==> src/hdl/trfd_pkg.sv <==
package trfd_pkg;

	// tablet type codes
	localparam logic [2:0] TYPE_NONE      = 3'd0;
	localparam logic [2:0] TYPE_LOWRES_A  = 3'd1;
	localparam logic [2:0] TYPE_LOWRES_B  = 3'd2;
	localparam logic [2:0] TYPE_TILT      = 3'd3;
	localparam logic [2:0] TYPE_SIXAXIS   = 3'd4;
	localparam logic [2:0] TYPE_LOWRES_NEW = 3'd5;
	localparam logic [2:0] TYPE_HIRES     = 3'd6;
	localparam logic [2:0] TYPE_UNUSED    = 3'd7;
	localparam logic [2:0] TYPE_RESET     = TYPE_LOWRES_A;

	// command codes (tuser)
	localparam logic CMD_BYTE = 1'b0;
	localparam logic CMD_READ = 1'b1;

	localparam int MAX_RECORD_BYTES_DEF = 17;
	localparam int DECODE_BYTES         = 17;   // highest byte position any rule reads, plus one
	localparam int PROX_BIT             = 15;
	localparam logic [15:0] PROX        = 16'(1) << PROX_BIT;
	localparam logic [6:0] KEY_SPACE    = 7'o040;
	localparam int OUT_W                = 160;

	typedef struct packed {
		logic [15:0] sample_count;
		logic [6:0]  y_tilt;
		logic [6:0]  x_tilt;
		logic [4:0]  pressure;
		logic [6:0]  key_code;
		logic [15:0] status_bits;
		logic [15:0] roll;
		logic [15:0] pitch;
		logic [15:0] azimuth;
		logic [15:0] z_position;
		logic [15:0] y_position;
		logic [15:0] x_position;
	} held_t;

	function automatic logic [4:0] rec_size(input logic [2:0] ttype);
		logic [4:0] r;
		unique case (ttype) inside
			TYPE_LOWRES_A, TYPE_LOWRES_B, TYPE_LOWRES_NEW: r = 5'd5;
			TYPE_TILT:    r = 5'd8;
			TYPE_SIXAXIS: r = 5'd17;
			TYPE_HIRES:   r = 5'd6;
			default:      r = 5'd0;
		endcase
		return r;
	endfunction

	function automatic logic [7:0] sync_mask(input logic [2:0] ttype);
		logic [7:0] m;
		unique case (ttype) inside
			TYPE_NONE, TYPE_UNUSED: m = 8'o000;
			TYPE_LOWRES_NEW:        m = 8'o100;
			default:                m = 8'o200;
		endcase
		return m;
	endfunction

endpackage

==> src/hdl/tablet_record_framer_decoder_unit.sv <==
// Channel   | Dir | Beat fields
// ----------+-----+---------------------------------------------------------------
// s_*       | in  | tuser: cmd (0 byte, 1 read); tdata: rx_byte
// m_*       | out | tdata: held record, 154 bits used, see port comment
// tablet_*  | in  | write enable + 3-bit tablet type, no handshake
//
// One beat per cycle sustained while the output is taken. A beat is held in the input
// register (_s1), where framing and decode run on fixed buffer positions; the result,
// if any, is then registered in the output register (_s2).
// Reset (arst_n low): buffer, fill count and held record clear, type = 1.
// Stall: s_tready drops only while the output register is full and not taken.
module tablet_record_framer_decoder_unit
	import trfd_pkg::*;
#(
	parameter int MAX_RECORD_BYTES = MAX_RECORD_BYTES_DEF
) (
	input  logic              clk,
	input  logic              arst_n,
	input  logic              tablet_type_we,
	input  logic [2:0]        tablet_type_wdata,
	input  logic              s_tvalid,
	output logic              s_tready,
	input  logic [7:0]        s_tdata,   // [7:0] rx_byte
	input  logic [0:0]        s_tuser,   // [0] cmd
	output logic              m_tvalid,
	input  logic              m_tready,
	// [15:0] x_position, [31:16] y_position, [47:32] z_position,
	// [63:48] azimuth, [79:64] pitch, [95:80] roll, [111:96] status_bits,
	// [118:112] key_code, [123:119] pressure, [130:124] x_tilt,
	// [137:131] y_tilt, [153:138] sample_count, [159:154] zero
	output logic [OUT_W-1:0]  m_tdata
);

	// ---- state ----
	logic [2:0]  type_q;
	logic [4:0]  fill_q;
	logic [6:0]  rec_q [MAX_RECORD_BYTES];
	held_t       held_q;

	// input register
	logic        valid_s1;
	logic        cmd_s1;
	logic [7:0]  byte_s1;

	// output register
	logic             valid_s2;
	logic [OUT_W-1:0] data_s2;

	// ---- control ----
	logic        out_free, fire, is_byte, complete, result_en;
	logic [4:0]  rs, f0, fill_nx;
	logic        sync_hit;
	logic [MAX_RECORD_BYTES-1:0] wr_sel;
	logic [6:0]  b [DECODE_BYTES];   // record as seen with the current byte written
	held_t       held_dec, held_out;

	assign out_free = !valid_s2 || m_tready;
	assign fire     = valid_s1 && out_free;
	assign s_tready = !valid_s1 || out_free;

	assign rs       = rec_size(type_q);
	assign is_byte  = fire && (cmd_s1 == CMD_BYTE) && (rs != 5'd0);
	assign sync_hit = (byte_s1 & sync_mask(type_q)) != 8'd0;
	// sync byte, full record, or fill beyond size after a type change: restart
	assign f0       = (sync_hit || fill_q >= rs) ? 5'd0 : fill_q;
	assign fill_nx  = f0 + 5'd1;
	assign complete = (fill_nx == rs);
	assign result_en = fire && ((cmd_s1 == CMD_READ) || (is_byte && complete));

	always_comb begin
		for (int i = 0; i < MAX_RECORD_BYTES; i++) begin
			wr_sel[i] = is_byte && (f0 == 5'(i));
		end
	end

	// positions past the buffer read as zero
	for (genvar gi = 0; gi < DECODE_BYTES; gi++) begin : g_view
		if (gi < MAX_RECORD_BYTES) begin : g_have
			assign b[gi] = wr_sel[gi] ? byte_s1[6:0] : rec_q[gi];
		end else begin : g_none
			assign b[gi] = 7'd0;
		end
	end

	// ---- decode ----
	logic [5:0]  v6;
	logic [3:0]  bidx;
	logic [13:0] x14;
	logic [15:0] st;

	always_comb begin
		held_dec = held_q;
		v6   = b[0][5:0];
		bidx = (v6 < 6'd32) ? 4'd0 : v6[4:1];
		x14  = {b[1], b[2]};
		st   = b[0][6] ? PROX : 16'd0;
		if (v6 > 6'd30) st = st | (16'd1 << bidx);
		if (x14 < 14'd256) st = st & ~PROX;
		case (type_q) inside
			TYPE_LOWRES_A, TYPE_LOWRES_B: begin
				held_dec.x_position   = {2'b00, x14};
				held_dec.y_position   = {2'b00, b[3], b[4]};
				held_dec.status_bits  = st;
				held_dec.sample_count = held_q.sample_count + 16'd1;
			end
			TYPE_TILT: begin
				held_dec.pressure     = b[0][6:2];
				held_dec.status_bits  = {15'd0, b[0][6:2] > 5'd16} | PROX;
				held_dec.x_position   = {b[0][1:0], b[1], b[2]};
				held_dec.y_position   = {b[3][1:0], b[4], b[5]};
				held_dec.x_tilt       = b[6];
				held_dec.y_tilt       = b[7];
				held_dec.sample_count = held_q.sample_count + 16'd1;
			end
			TYPE_SIXAXIS: begin
				held_dec.x_position = {2'b00, b[3], b[4]} | {b[9][1:0], 14'd0};
				held_dec.y_position = {2'b00, b[5], b[6]} | {b[9][3:2], 14'd0};
				held_dec.z_position = {2'b00, b[7], b[8]} | {b[9][5:4], 14'd0};
				held_dec.azimuth    = {2'b00, b[10], b[11]} | {b[16][1:0], 14'd0};
				held_dec.pitch      = {2'b00, b[12], b[13]} | {b[16][3:2], 14'd0};
				held_dec.roll       = {2'b00, b[14], b[15]} | {b[16][5:4], 14'd0};
				held_dec.status_bits = {2'b00, b[0], b[1]};
				if (b[2] != KEY_SPACE) held_dec.key_code = b[2];
			end
			TYPE_LOWRES_NEW: begin
				held_dec.status_bits  = {12'd0, b[0][5:2]} | PROX;
				held_dec.x_position   = {3'd0, b[2], 6'd0} | {9'd0, b[1]};
				held_dec.y_position   = {3'd0, b[4], 6'd0} | {9'd0, b[3]};
				held_dec.sample_count = held_q.sample_count + 16'd1;
			end
			TYPE_HIRES: begin
				held_dec.x_position   = {b[0][1:0], b[1], b[2]};
				held_dec.y_position   = {b[3][1:0], b[4], b[5]};
				held_dec.status_bits  = {11'd0, b[0][6:2]} | PROX;
				held_dec.sample_count = held_q.sample_count + 16'd1;
			end
			default: begin
			end
		endcase
	end

	assign held_out = (cmd_s1 == CMD_READ) ? held_q : held_dec;

	// ---- registers ----
	always_ff @(posedge clk or negedge arst_n) begin
		if (!arst_n) begin
			type_q   <= TYPE_RESET;
			fill_q   <= 5'd0;
			held_q   <= '0;
			valid_s1 <= 1'b0;
			valid_s2 <= 1'b0;
			for (int i = 0; i < MAX_RECORD_BYTES; i++) rec_q[i] <= 7'd0;
		end else begin
			if (tablet_type_we) type_q <= tablet_type_wdata;

			if (s_tready) valid_s1 <= s_tvalid;

			if (fire) valid_s2 <= result_en;
			else if (m_tready) valid_s2 <= 1'b0;

			if (is_byte) fill_q <= fill_nx;
			for (int i = 0; i < MAX_RECORD_BYTES; i++) begin
				if (wr_sel[i]) rec_q[i] <= byte_s1[6:0];
			end

			if (fire && cmd_s1 == CMD_READ) begin
				if (type_q == TYPE_SIXAXIS) held_q.key_code <= KEY_SPACE;
			end else if (is_byte && complete) begin
				held_q <= held_dec;
			end
		end
	end

	// payload, no reset
	always_ff @(posedge clk) begin
		if (s_tready && s_tvalid) begin
			cmd_s1  <= s_tuser[0];
			byte_s1 <= s_tdata;
		end
		if (result_en) data_s2 <= OUT_W'(held_out);
	end

	assign m_tvalid = valid_s2;
	assign m_tdata  = data_s2;

`ifndef NO_ASSERTIONS
	// a read always yields a beat on the next edge
	a_read_emits: assert property (@(posedge clk) disable iff (!arst_n)
		fire && cmd_s1 == CMD_READ |=> m_tvalid)
		else $error("read command produced no result");

	// sample count moves by at most one per processed beat
	a_count_step: assert property (@(posedge clk) disable iff (!arst_n)
		fire |=> (held_q.sample_count == $past(held_q.sample_count)) ||
			(held_q.sample_count == $past(held_q.sample_count) + 16'd1))
		else $error("sample count jumped");

	// with no tablet type, received bytes leave framing state alone
	a_none_holds: assert property (@(posedge clk) disable iff (!arst_n)
		fire && cmd_s1 == CMD_BYTE && (type_q == TYPE_NONE || type_q == TYPE_UNUSED)
		|=> $stable(fill_q) && $stable(held_q) && !m_tvalid)
		else $error("byte processed with no tablet type");
`endif

endmodule

==> config.mk <==
export PLATFORM = sky130hd
export DESIGN_NAME = tablet_record_framer_decoder_unit
export DESIGN_NICKNAME = d
export VERILOG_FILES = /design/src/hdl/trfd_pkg.sv /design/src/hdl/tablet_record_framer_decoder_unit.sv
export SDC_FILE = /design/constraint.sdc
export NUM_CORES = 1
export LEC_CHECK = 0
export CORE_MARGIN = 2
export CORE_UTILIZATION = 30
export DETAILED_ROUTE_END_ITERATION = 7
export DONT_BUFFER_PORTS = 1
export GPL_ROUTABILITY_DRIVEN = 0
export SYNTH_ARGS = -nofsm -noshare
export SYNTH_HDL_FRONTEND = slang
export SYNTH_SLANG_ARGS = --single-unit
export TNS_END_PERCENT = 30
==> constraint.sdc <==
create_clock -name clk -period 7.8 [get_ports clk]
set_input_delay 0.78 -clock clk [delete_from_list [all_inputs] [get_ports clk]]
set_output_delay 0.78 -clock clk [all_outputs]
set_load 0.02 [all_outputs]
==> Word level (Yosys, flattened, before mapping) <==
Index checks and enable logic that the tools add are counted.
{ "totals": {"reg_bits": 444, "latch_bits": 0, "ram_bits": 0, "rom_bits": 0, "in_bits": 17, "wordCells": 177, "n_memories": 0} }
{ "op_classes": {"add_sub_neg": 2, "multipliers": 0, "n_div": 0, "magnitude_cmp": 5, "eq_ne": 26, "shift": 1, "muxes": 54, "bitwise_logic": 12, "reduce_logical": 41} }
{ "op_table": {"columns": ["cell", "n"], "rows": [
  ["16-bit 2-to-1 mux", 13],
  ["64-bit 2-to-1 mux", 3],
  ["32-bit 2-to-1 mux", 5],
  ["154-bit 2-to-1 mux", 1],
  ["7-bit 2-to-1 mux", 21],
  ["119-bit 2-to-1 mux", 1],
  ["14-bit by 16-bit bitwise OR with 16-bit output", 6],
  ["5-bit by 4-bit equality test with 1-bit output (second input constant)", 8],
  ["19-bit 2-to-1 mux", 2],
  ["13-bit by 7-bit bitwise OR with 13-bit output", 2],
  ["1-bit logical AND", 24],
  ["5-bit by 3-bit equality test with 1-bit output (second input constant)", 4],
  ["5-bit one-hot mux with 4 select lines", 1],
  ["16-bit by 1-bit adder with 16-bit output (second input constant)", 1],
  ["16-bit bitwise OR", 1],
  ["8-bit one-hot mux with 2 select lines", 1],
  ["1-bit by 4-bit left shift with 16-bit output (first input constant)", 1],
  ["14-bit by 9-bit < comparator with 1-bit output (second input constant)", 1],
  ["3-bit equality test (second input constant)", 4],
  ["6-bit 2-to-1 mux", 2],
  ["5-bit by 2-bit equality test with 1-bit output (second input constant)", 2],
  ["8-bit AND", 1],
  ["8-bit nonzero test", 1],
  ["7-bit by 6-bit != test with 1-bit output (second input constant)", 1],
  ["24 further kinds", 34]
]} }

==> Logic depth before layout (Yosys ltp) <==
Gate-level depths: netlist of the first run.
{ "depth": {"depth_word": 19, "mapped_depth": 27, "mapped_depth_nobuf": 22} }

==> Worst setup path after synthesis of the first run <==
No wires, ideal clock.
{ "synth_path": {"path_type": "register -> register", "startpoint": "register type_q[0]", "endpoint": "register data_s2[0], in the netlist m_tdata[0] (enable)", "setup_time_ns": 0.507, "arrival_ns": 7.452, "required_ns": 7.293, "path_slack_ns": -0.160, "stages_incl_launch_ff": 23, "synth_period_minus_slack_ns": 7.960, "cell_sequence": "dfstp_2 inv_1 ha_1 and2_1 inv_2 clkbuf_1 clkbuf_1 ha_1 a221o_1 a211oi_2 buf_6 and2_4 nand2_2 nor2_1 ha_1 xnor2_1 o22ai_1 a31oi_1 nor2_1 o211ai_1 buf_2 and2_1 inv_1"} }
{ "synth_via": {"elab_chain_len": 12} }
{ "synth_rtl": {"columns": ["element", "line", "source"], "rows": [
  ["start, declared", "tablet_record_framer_decoder_unit.sv:35", "logic [2:0] type_q;"],
  ["start signal, assigned", "tablet_record_framer_decoder_unit.sv:154", "if (tablet_type_we) type_q <= tablet_type_wdata;"],
  ["parallel branches: the longest is 9 deep, another holds 5-bit greater-or-equal comparator", null, null],
  ["1-bit logical AND (*)", "tablet_record_framer_decoder_unit.sv:68", "assign result_en = fire && ((cmd_s1 == CMD_READ) || (is_byte && complete));"],
  ["1-bit logical OR (*)", "tablet_record_framer_decoder_unit.sv:68", null],
  ["1-bit logical AND (*)", "tablet_record_framer_decoder_unit.sv:68", null],
  ["named net result_en", "tablet_record_framer_decoder_unit.sv:50", "logic out_free, fire, is_byte, complete, result_en;"],
  ["end signal, assigned", "tablet_record_framer_decoder_unit.sv:180", "if (result_en) data_s2 <= OUT_W'(held_out);"],
  ["end, declared", "tablet_record_framer_decoder_unit.sv:47", "logic [OUT_W-1:0] data_s2;"]
]} }
Mark *: on every way through the listed nets, which the timed path passes.
A chain may end at the register's enable or synchronous reset.

==> Worst setup path after layout of the first run <==
{ "layout_path": {"startpoint": "register type_q[0]", "endpoint": "register data_s2[56], in the netlist m_tdata[56] (enable)"} }
{ "layout_via": {"elab_chain_len": 12} }
{ "layout_rtl": {"columns": ["element", "line", "source"], "rows": [
  ["parallel branches: the longest is 5 deep, another holds 5-bit greater-or-equal comparator", null, null],
  ["1-bit logical OR (*)", "tablet_record_framer_decoder_unit.sv:65", "assign f0 = (sync_hit || fill_q >= rs) ? 5'd0 : fill_q;"],
  ["5-bit 2-to-1 mux (*)", "tablet_record_framer_decoder_unit.sv:65", null],
  ["5-bit by 1-bit adder with 5-bit output (*)", "tablet_record_framer_decoder_unit.sv:66", "assign fill_nx = f0 + 5'd1;"],
  ["named net fill_nx[0]", "tablet_record_framer_decoder_unit.sv:51", "logic [4:0] rs, f0, fill_nx;"],
  ["5-bit equality test (*)", "tablet_record_framer_decoder_unit.sv:67", "assign complete = (fill_nx == rs);"],
  ["1-bit logical AND (*)", "tablet_record_framer_decoder_unit.sv:68", null],
  ["1-bit logical OR (*)", "tablet_record_framer_decoder_unit.sv:68", null],
  ["1-bit logical AND (*)", "tablet_record_framer_decoder_unit.sv:68", null],
  ["named net result_en", "tablet_record_framer_decoder_unit.sv:50", null]
]} }
Marked as above.

==> flow_metrics.env, run 1 <==
export IMPL_status="completed"
export IMPL_crit_chain="inv_1 -> ha_1 -> nor2_1 -> or2_2 -> nand3_1 -> ha_1 -> nor2b_1 -> o21ai_0 -> a211oi_2 -> buf_4 -> nand2_2 -> inv_2 -> nand2_2 -> nor2_1 -> ha_1 -> xnor2_1 -> o22ai_1 -> a31oi_1 -> nor2_1 -> o211ai_1 -> and2_1 -> clkinvlp_4 -> buf_12"
export IMPL_ir_drop_v=0.000143
export IMPL_numCtsBuffers=49
export IMPL_syn_inst=1820
export IMPL_cts_tree="yes"
export IMPL_drv_slew=0
export IMPL_cp_num_buf_inv=5
export IMPL_power_leakage_uw=0.00976
export IMPL_grt_start_max_net_pins=281
export IMPL_synth_warnings=0
export IMPL_met1_usage_pct=20.0
export IMPL_ios=179
export IMPL_synth_top_area_cell="dfrtp_1"
export IMPL_dp_hpwl_um=35400
export IMPL_required_ps=8010
export IMPL_fin_nets=1813
export IMPL_ant_nets=0
export IMPL_start_kind="register"
export IMPL_crit_family="simple AND/OR/NAND/NOR gates"
export IMPL_root_buffer="clkbuf_16"
export IMPL_arrival_ps=6520
export IMPL_wl_um=53800
export IMPL_synth_area_mm2=0.0200
export IMPL_htree_levels=2
export IMPL_tns_ps=0
export IMPL_initial_core_util_pct=30.4
export IMPL_syn_avg_cell_area_um2=11.0
export IMPL_post_route_min_period_ps=6310
export IMPL_hp_class="primary input to asynchronous set/reset pin"
export IMPL_drtPass1Iterations=6
export IMPL_rsz0062_at_grt="false"
export IMPL_grt_use_met3_pct=4.17
export IMPL_vias_per_cell=5.06
export IMPL_grt_pass1_vias=13200
export IMPL_vias=13600
export IMPL_grt_pass1_wl_um=82400
export IMPL_maxCapViolations=0
export IMPL_die_w_um=262
export IMPL_design_area_mm2=0.0224
export IMPL_worstSetupPathType="register to register"
export IMPL_fmax_mhz=158
export IMPL_clk_pin_slew_ps=60
export IMPL_drive_above_1_share_pct=10.2
export IMPL_grtUsageTotal_pct=15.3
export IMPL_syn_to_final_growth_pct=11.9
export IMPL_synth_ff_type="dfrtp_1"
export IMPL_end_kind="register"
export IMPL_initialDrtViolationCount=1269
export IMPL_placed_area_mm2=0.0208
export IMPL_layout_cells_non_filler=2688
export IMPL_num_rows=94
export IMPL_async_flop_share_pct=63.3
export IMPL_synth_edff_count=163
export IMPL_max_slew_margin_pct=29.1
export IMPL_cts_sinks=444
export IMPL_slowest_delay_ps=570
export IMPL_cts_path_max_buffers=3
export IMPL_synth_common_cells="dfrtp_1, nand2_1, o21ai_0, edfxtp_1, inv_1"
export IMPL_fin_crit_sh_pct=80.9
export IMPL_p_per_area_mw_per_mm2=300
export IMPL_layout_setup_ws_ps=1490
export IMPL_worst_slew_pin_slew_ps=1060
export IMPL_dp_slack_ps=1590
export IMPL_antenna_found_initial=1
export IMPL_clk_latency_ps=590
export IMPL_ys_types=76
export IMPL_die_height_um=262
export IMPL_drcViolationCount=0
export IMPL_finalHoldViolCount=0
export IMPL_yosys_area_top_type_share_pct=35.0
export IMPL_dieArea_mm2=0.0688
export IMPL_crit_fanout=128
export IMPL_finalSetupViolCount=0
export IMPL_cts_setup_buffers=0
export IMPL_cp_slowest_cell="clkinvlp_4"
export IMPL_clock_skew_ps=22.1
export IMPL_placed_cells=2594
export IMPL_grt_use_met2_pct=24.7
export IMPL_portBuffers=0
export IMPL_core_area_mm2=0.0659
export IMPL_overflow=0
export IMPL_post_synth_top_count_cell="dfrtp_1"
export IMPL_seq_area_frac_synth_pct=59.6
export IMPL_yosys_top_cells_area="dfrtp_1, edfxtp_1, mux2i_1"
export IMPL_power_uw=6720
export IMPL_wl_per_cell_um=20.0
export IMPL_top_usage_layer="met2"
export IMPL_synth_seq_cells=444
-- power breakdown --
| group | total, µW | internal, µW | switching, µW | leakage, µW |
|---|---|---|---|---|
| logic | 1320 | 411 | 909 | 0.00361 |
| registers | 3170 | 2800 | 365 | 0.00538 |
| clock network | 2230 | 1280 | 954 | 0.000769 |
-- cell type report --
class / instances / area [µm²]
Fill cell: 6465 / 43500
Antenna cell: 1 / 2.50
Sequential cell: 444 / 11900
Multi-Input combinational cell: 1125 / 7050
Clock buffer: 69 / 1420
Timing Repair Buffer: 26 / 248
Tap cell: 864 / 1080
Clock inverter: 22 / 146
Inverter: 137 / 518
-- path summary, 6_finish.rpt --
check / start / to / slack (ps) / depth (start not counted)
max in group asynchronous: arst_n / rec_q[77] / 6340 / 2
worst min register to register: held_q[88] / held_q[88] / 480 / 2
worst max register to register: type_q[0] / m_tdata[56] / 1490 / 23
worst min-delay path: arst_n / type_q[0] / 50 / 0
min in group clk: tablet_type_we / type_q[0] / 280 / 1
worst max-delay path: type_q[0] / m_tdata[56] / 1490 / 23
-- placed cells by master (no fill, tap or decap), types with 15 or more instances in the layout --
cell type / n
inv_1: 131
mux2_2: 41
xnor2_1: 19
a21oi_1: 89
dfrtp_1: 280
nand2_1: 262
o21ai_0: 176
clkbuf_16: 51
o221ai_1: 15
o22ai_1: 19
buf_4: 23
nand2b_1: 19
a211oi_1: 21
o21ai_1: 63
edfxtp_1: 163
mux2i_1: 108
nand3_1: 15
nor2_1: 56
-- repair_timing --
action / in CTS / in global routing
resized for setup: 0 / 0
endpoints found under the hold margin: 280 / 0
hold buffers: 1 / 0
-- per-stage QoR --
step / hold slack [ps] / utilization (%)
2_1_floorplan: 444 / -
3_3_place_gp: 460 / 31.5
3_5_place_dp: 470 / 31.5
4_1_cts: 12.7 / 34.0
5_1_grt: 8.63 / 34.0
6_report: 51.2 / 34.0
-- registers in the layout, summed over array words and instances, names as in the netlist --
signal,count
rec_q,117
type_q,3
valid_s1,1
cmd_s1,1
m_tdata,154
m_tvalid,1
held_q,154
fill_q,5
byte_s1,8
-- logic make-up (layout without fill, tap and decap cells) --
family / Yosys count / after routing / synth area share (%)
buffers and inverters: 256 / 254 / 5.38
multiplexers: 154 / 154 / 8.10
AND/OR/NAND/NOR: 443 / 443 / 10.2
AO/OA/AOI/OAI: 476 / 476 / 14.5
adder cells (fa/ha/maj): 13 / 13 / 0.812
flip-flops: 444 / 444 / 59.6
XOR/XNOR: 33 / 33 / 1.44
other: 1 / 7 / 0.0187
-- worst register-to-register path, delay by kind of cell, from the launching register on --
family                   cells  cell delay [ps]
flip-flops                   1              560
AND/OR/NAND/NOR              9             1890
buffers and inverters        5             1490
adder cells (fa/ha/maj)      3              960
XOR/XNOR                     1              160
AO/OA/AOI/OAI                5              740
-- per-layer routing --
layer	wire length, µm	up-vias
li1	-	6340
met1	22900	6656
met2	25000	504
met3	4170	104
met4	1680	0
met5	0	-
Note: power is estimated with default switching activity, not from simulation.
==> inputs of run 2 (changes only) <==
Clock period 7.8 ns to 5.6 ns, I/O delays scaled along.
==> run 2 against run 1 <==
  * Sequential power increased by 39%
  * First-iteration DRC count shrank 5.7%
  * The flow now finishes with violations (negative hold slack)
  * Worst hold slack got worse by 370 ps
  * Worst setup slack worse by 870 ps
  * Highest routed layer unchanged
==> flow_metrics.env, run 2 (same netlist as run 1, synthesis figures left out) <==
export IMPL_overflow=0
export IMPL_wl_um=55700
export IMPL_finalSetupViolCount=0
export IMPL_dieArea_mm2=0.0688
export IMPL_ant_nets=0
export IMPL_cts_tree="yes"
export IMPL_vias_per_cell=5.07
export IMPL_p_sw_share_pct=32.6
export IMPL_clk_pin_slew_ps=60
export IMPL_pwr_share_clk_pct=34.9
export IMPL_layout_common_cells="dfrtp_1, nand2_1, o21ai_0"
export IMPL_start_kind="register"
export IMPL_max_slew_margin_pct=24.7
export IMPL_p_comb_share_pct=19.4
export IMPL_maxCapViolations=0
export IMPL_die_w_um=262
export IMPL_finalHoldViolCount=280
export IMPL_grt_pass1_vias=13500
export IMPL_clk_latency_ps=610
export IMPL_drtPass1Iterations=5
export IMPL_fin_nets=1837
export IMPL_wl_per_cell_um=20.5
export IMPL_hold_ws_ps=-315
export IMPL_post_route_min_period_ps=4980
export IMPL_final_common_cell="dfrtp_1"
export IMPL_drcViolationCount=0
export IMPL_p_switching_uw=3160
export IMPL_p_seq_share_pct=45.7
export IMPL_htree_levels=2
export IMPL_end_kind="register"
export IMPL_root_buffer="clkbuf_16"
export IMPL_fmax_mhz=201
export IMPL_grt_pass1_wl_um=84300
export IMPL_core_area_mm2=0.0659
export IMPL_antenna_found_initial=4
export IMPL_grtUsageTotal_pct=15.9
export IMPL_cts_setup_buffers=0
export IMPL_reg2regPathDepth=23
export IMPL_arrival_ps=5470
export IMPL_syn_to_final_growth_pct=13.8
export IMPL_power_leakage_uw=0.00996
export IMPL_cts_sinks=444
export IMPL_required_ps=6080
export IMPL_clock_skew_ps=35.6
export IMPL_r2r_start="type_q[0]"
export IMPL_worstSetupPathType="register to register"
export IMPL_hp_class="primary input to asynchronous set/reset pin"
export IMPL_hold_buffers=3
export IMPL_worst_slew_pin_slew_ps=1120
export IMPL_numCtsBuffers=51
export IMPL_r2r_end="held_q[35]"
export IMPL_die_height_um=262
export IMPL_rsz0062_at_grt="false"
export IMPL_tns_ps=0
export IMPL_power_internal_uw=6530
export IMPL_drv_slew=0
export IMPL_p_per_area_mw_per_mm2=425
export IMPL_ir_drop_v=0.000268
export IMPL_vias=13800
export IMPL_crit_fanout=51
export IMPL_drive_above_1_share_pct=11.7
export IMPL_portBuffers=0
export IMPL_power_uw=9680
export IMPL_r2r_slack_ps=620
export IMPL_num_rows=94
export IMPL_initial_core_util_pct=30.4
export IMPL_dp_hpwl_um=36800
export IMPL_cts_resized=0
export IMPL_ios=179
export IMPL_initialDrtViolationCount=1197
export IMPL_grt_start_max_net_pins=282
export IMPL_cts_path_max_buffers=3
export IMPL_fin_crit_sh_pct=89.0
export IMPL_status="complete, but fails checks"
export IMPL_violations="negative hold slack"
run 2: cell types whose count changed in the layout (fill, tap and decap cells not counted), sizes merged:
| cell | before | now |
|---|---|---|
| clkbuf | 69 | 68 |
| clkinv | 16 | 19 |
| inv | 139 | 140 |
| clkinvlp | 4 | 2 |
| bufinv | 0 | 4 |
| buf | 26 | 45 |
| dlygate4sd3 | 0 | 3 |
| diode | 1 | 3 |
run 2: worst max path at each step:
stage | startpoint | end | slack [ps]
after detailed placement | type_q[0] | held_q[69] | 650
after floorplan | type_q[0] | m_tdata[0] | -980
final | type_q[0] | held_q[35] | 620
after global routing | type_q[0] | held_q[69] | 280
after global placement | type_q[0] | held_q[153] | 870
after CTS | type_q[0] | held_q[69] | 660
run 2: per-stage QoR:
stage | utilization [%] | instances | setup slack [ps] | hold slack (ps) | cell area, µm²
detailed placement | 31.9 | 2615 | 653 | 300 | 21000
global route | 34.6 | 2716 | 284 | -346 | 22800
CTS | 34.6 | 2714 | 664 | -346 | 22800
global placement | 31.9 | 2615 | 875 | 302 | 21000
finish | 34.6 | 2717 | 615 | -315 | 22800
floorplan | - | 1825 | -976 | 264 | 20100
run 2: layer usage:
| metal | global-route usage, % | part of all wire [%] | vias to the layer above |
|---|---|---|---|
| met4 | 6.40 | 3.7 | 0 |
| met2 | 25.7 | 47 | 526 |
| met3 | 3.90 | 7.4 | 118 |
| met5 | 0 | 0 | - |
| li1 | - | - | 6408 |
| met1 | 20.3 | 42 | 6731 |
run 2: final cells by class:
cell class | instances | area [µm²]
diodes | 3 | 7.51
clock buffers | 68 | 1420
clock inverters | 28 | 307
fillers | 6466 | 43100
inverters | 137 | 520
multi-input cells | 1125 | 7110
flip-flops and latches | 444 | 11900
well taps | 864 | 1080
repair buffers | 48 | 418
run 2: power by group through the flow:
stage | combinational, µW | clock [µW] | sequential [µW]
global route | 2040 | 3610 | 4480
global placement | 1820 | 0 | 4470
floorplan | 1330 | 0 | 4350
detailed placement | 1850 | 0 | 4480
finish | 1880 | 3380 | 4420
CTS | 1870 | 3480 | 4430
run 2: critical path: stages (launching register included):
cell	delay (ps)
dfstp_2	570
inv_2	70
ha_1	340
nor2_4	210
or2_2	160
nand3_2	90
ha_1	290
nor2b_1	180
o21ai_2	100
a211oi_4	320
nand2_2	120
inv_2	130
nand2_4	80
nor2_1	100
ha_1	280
xnor2_1	140
o22ai_1	130
a31oi_1	60
nor2_1	140
o211a_1	510
nand2_4	330
buf_12	310
nand2_1	90
o21ai_0	80
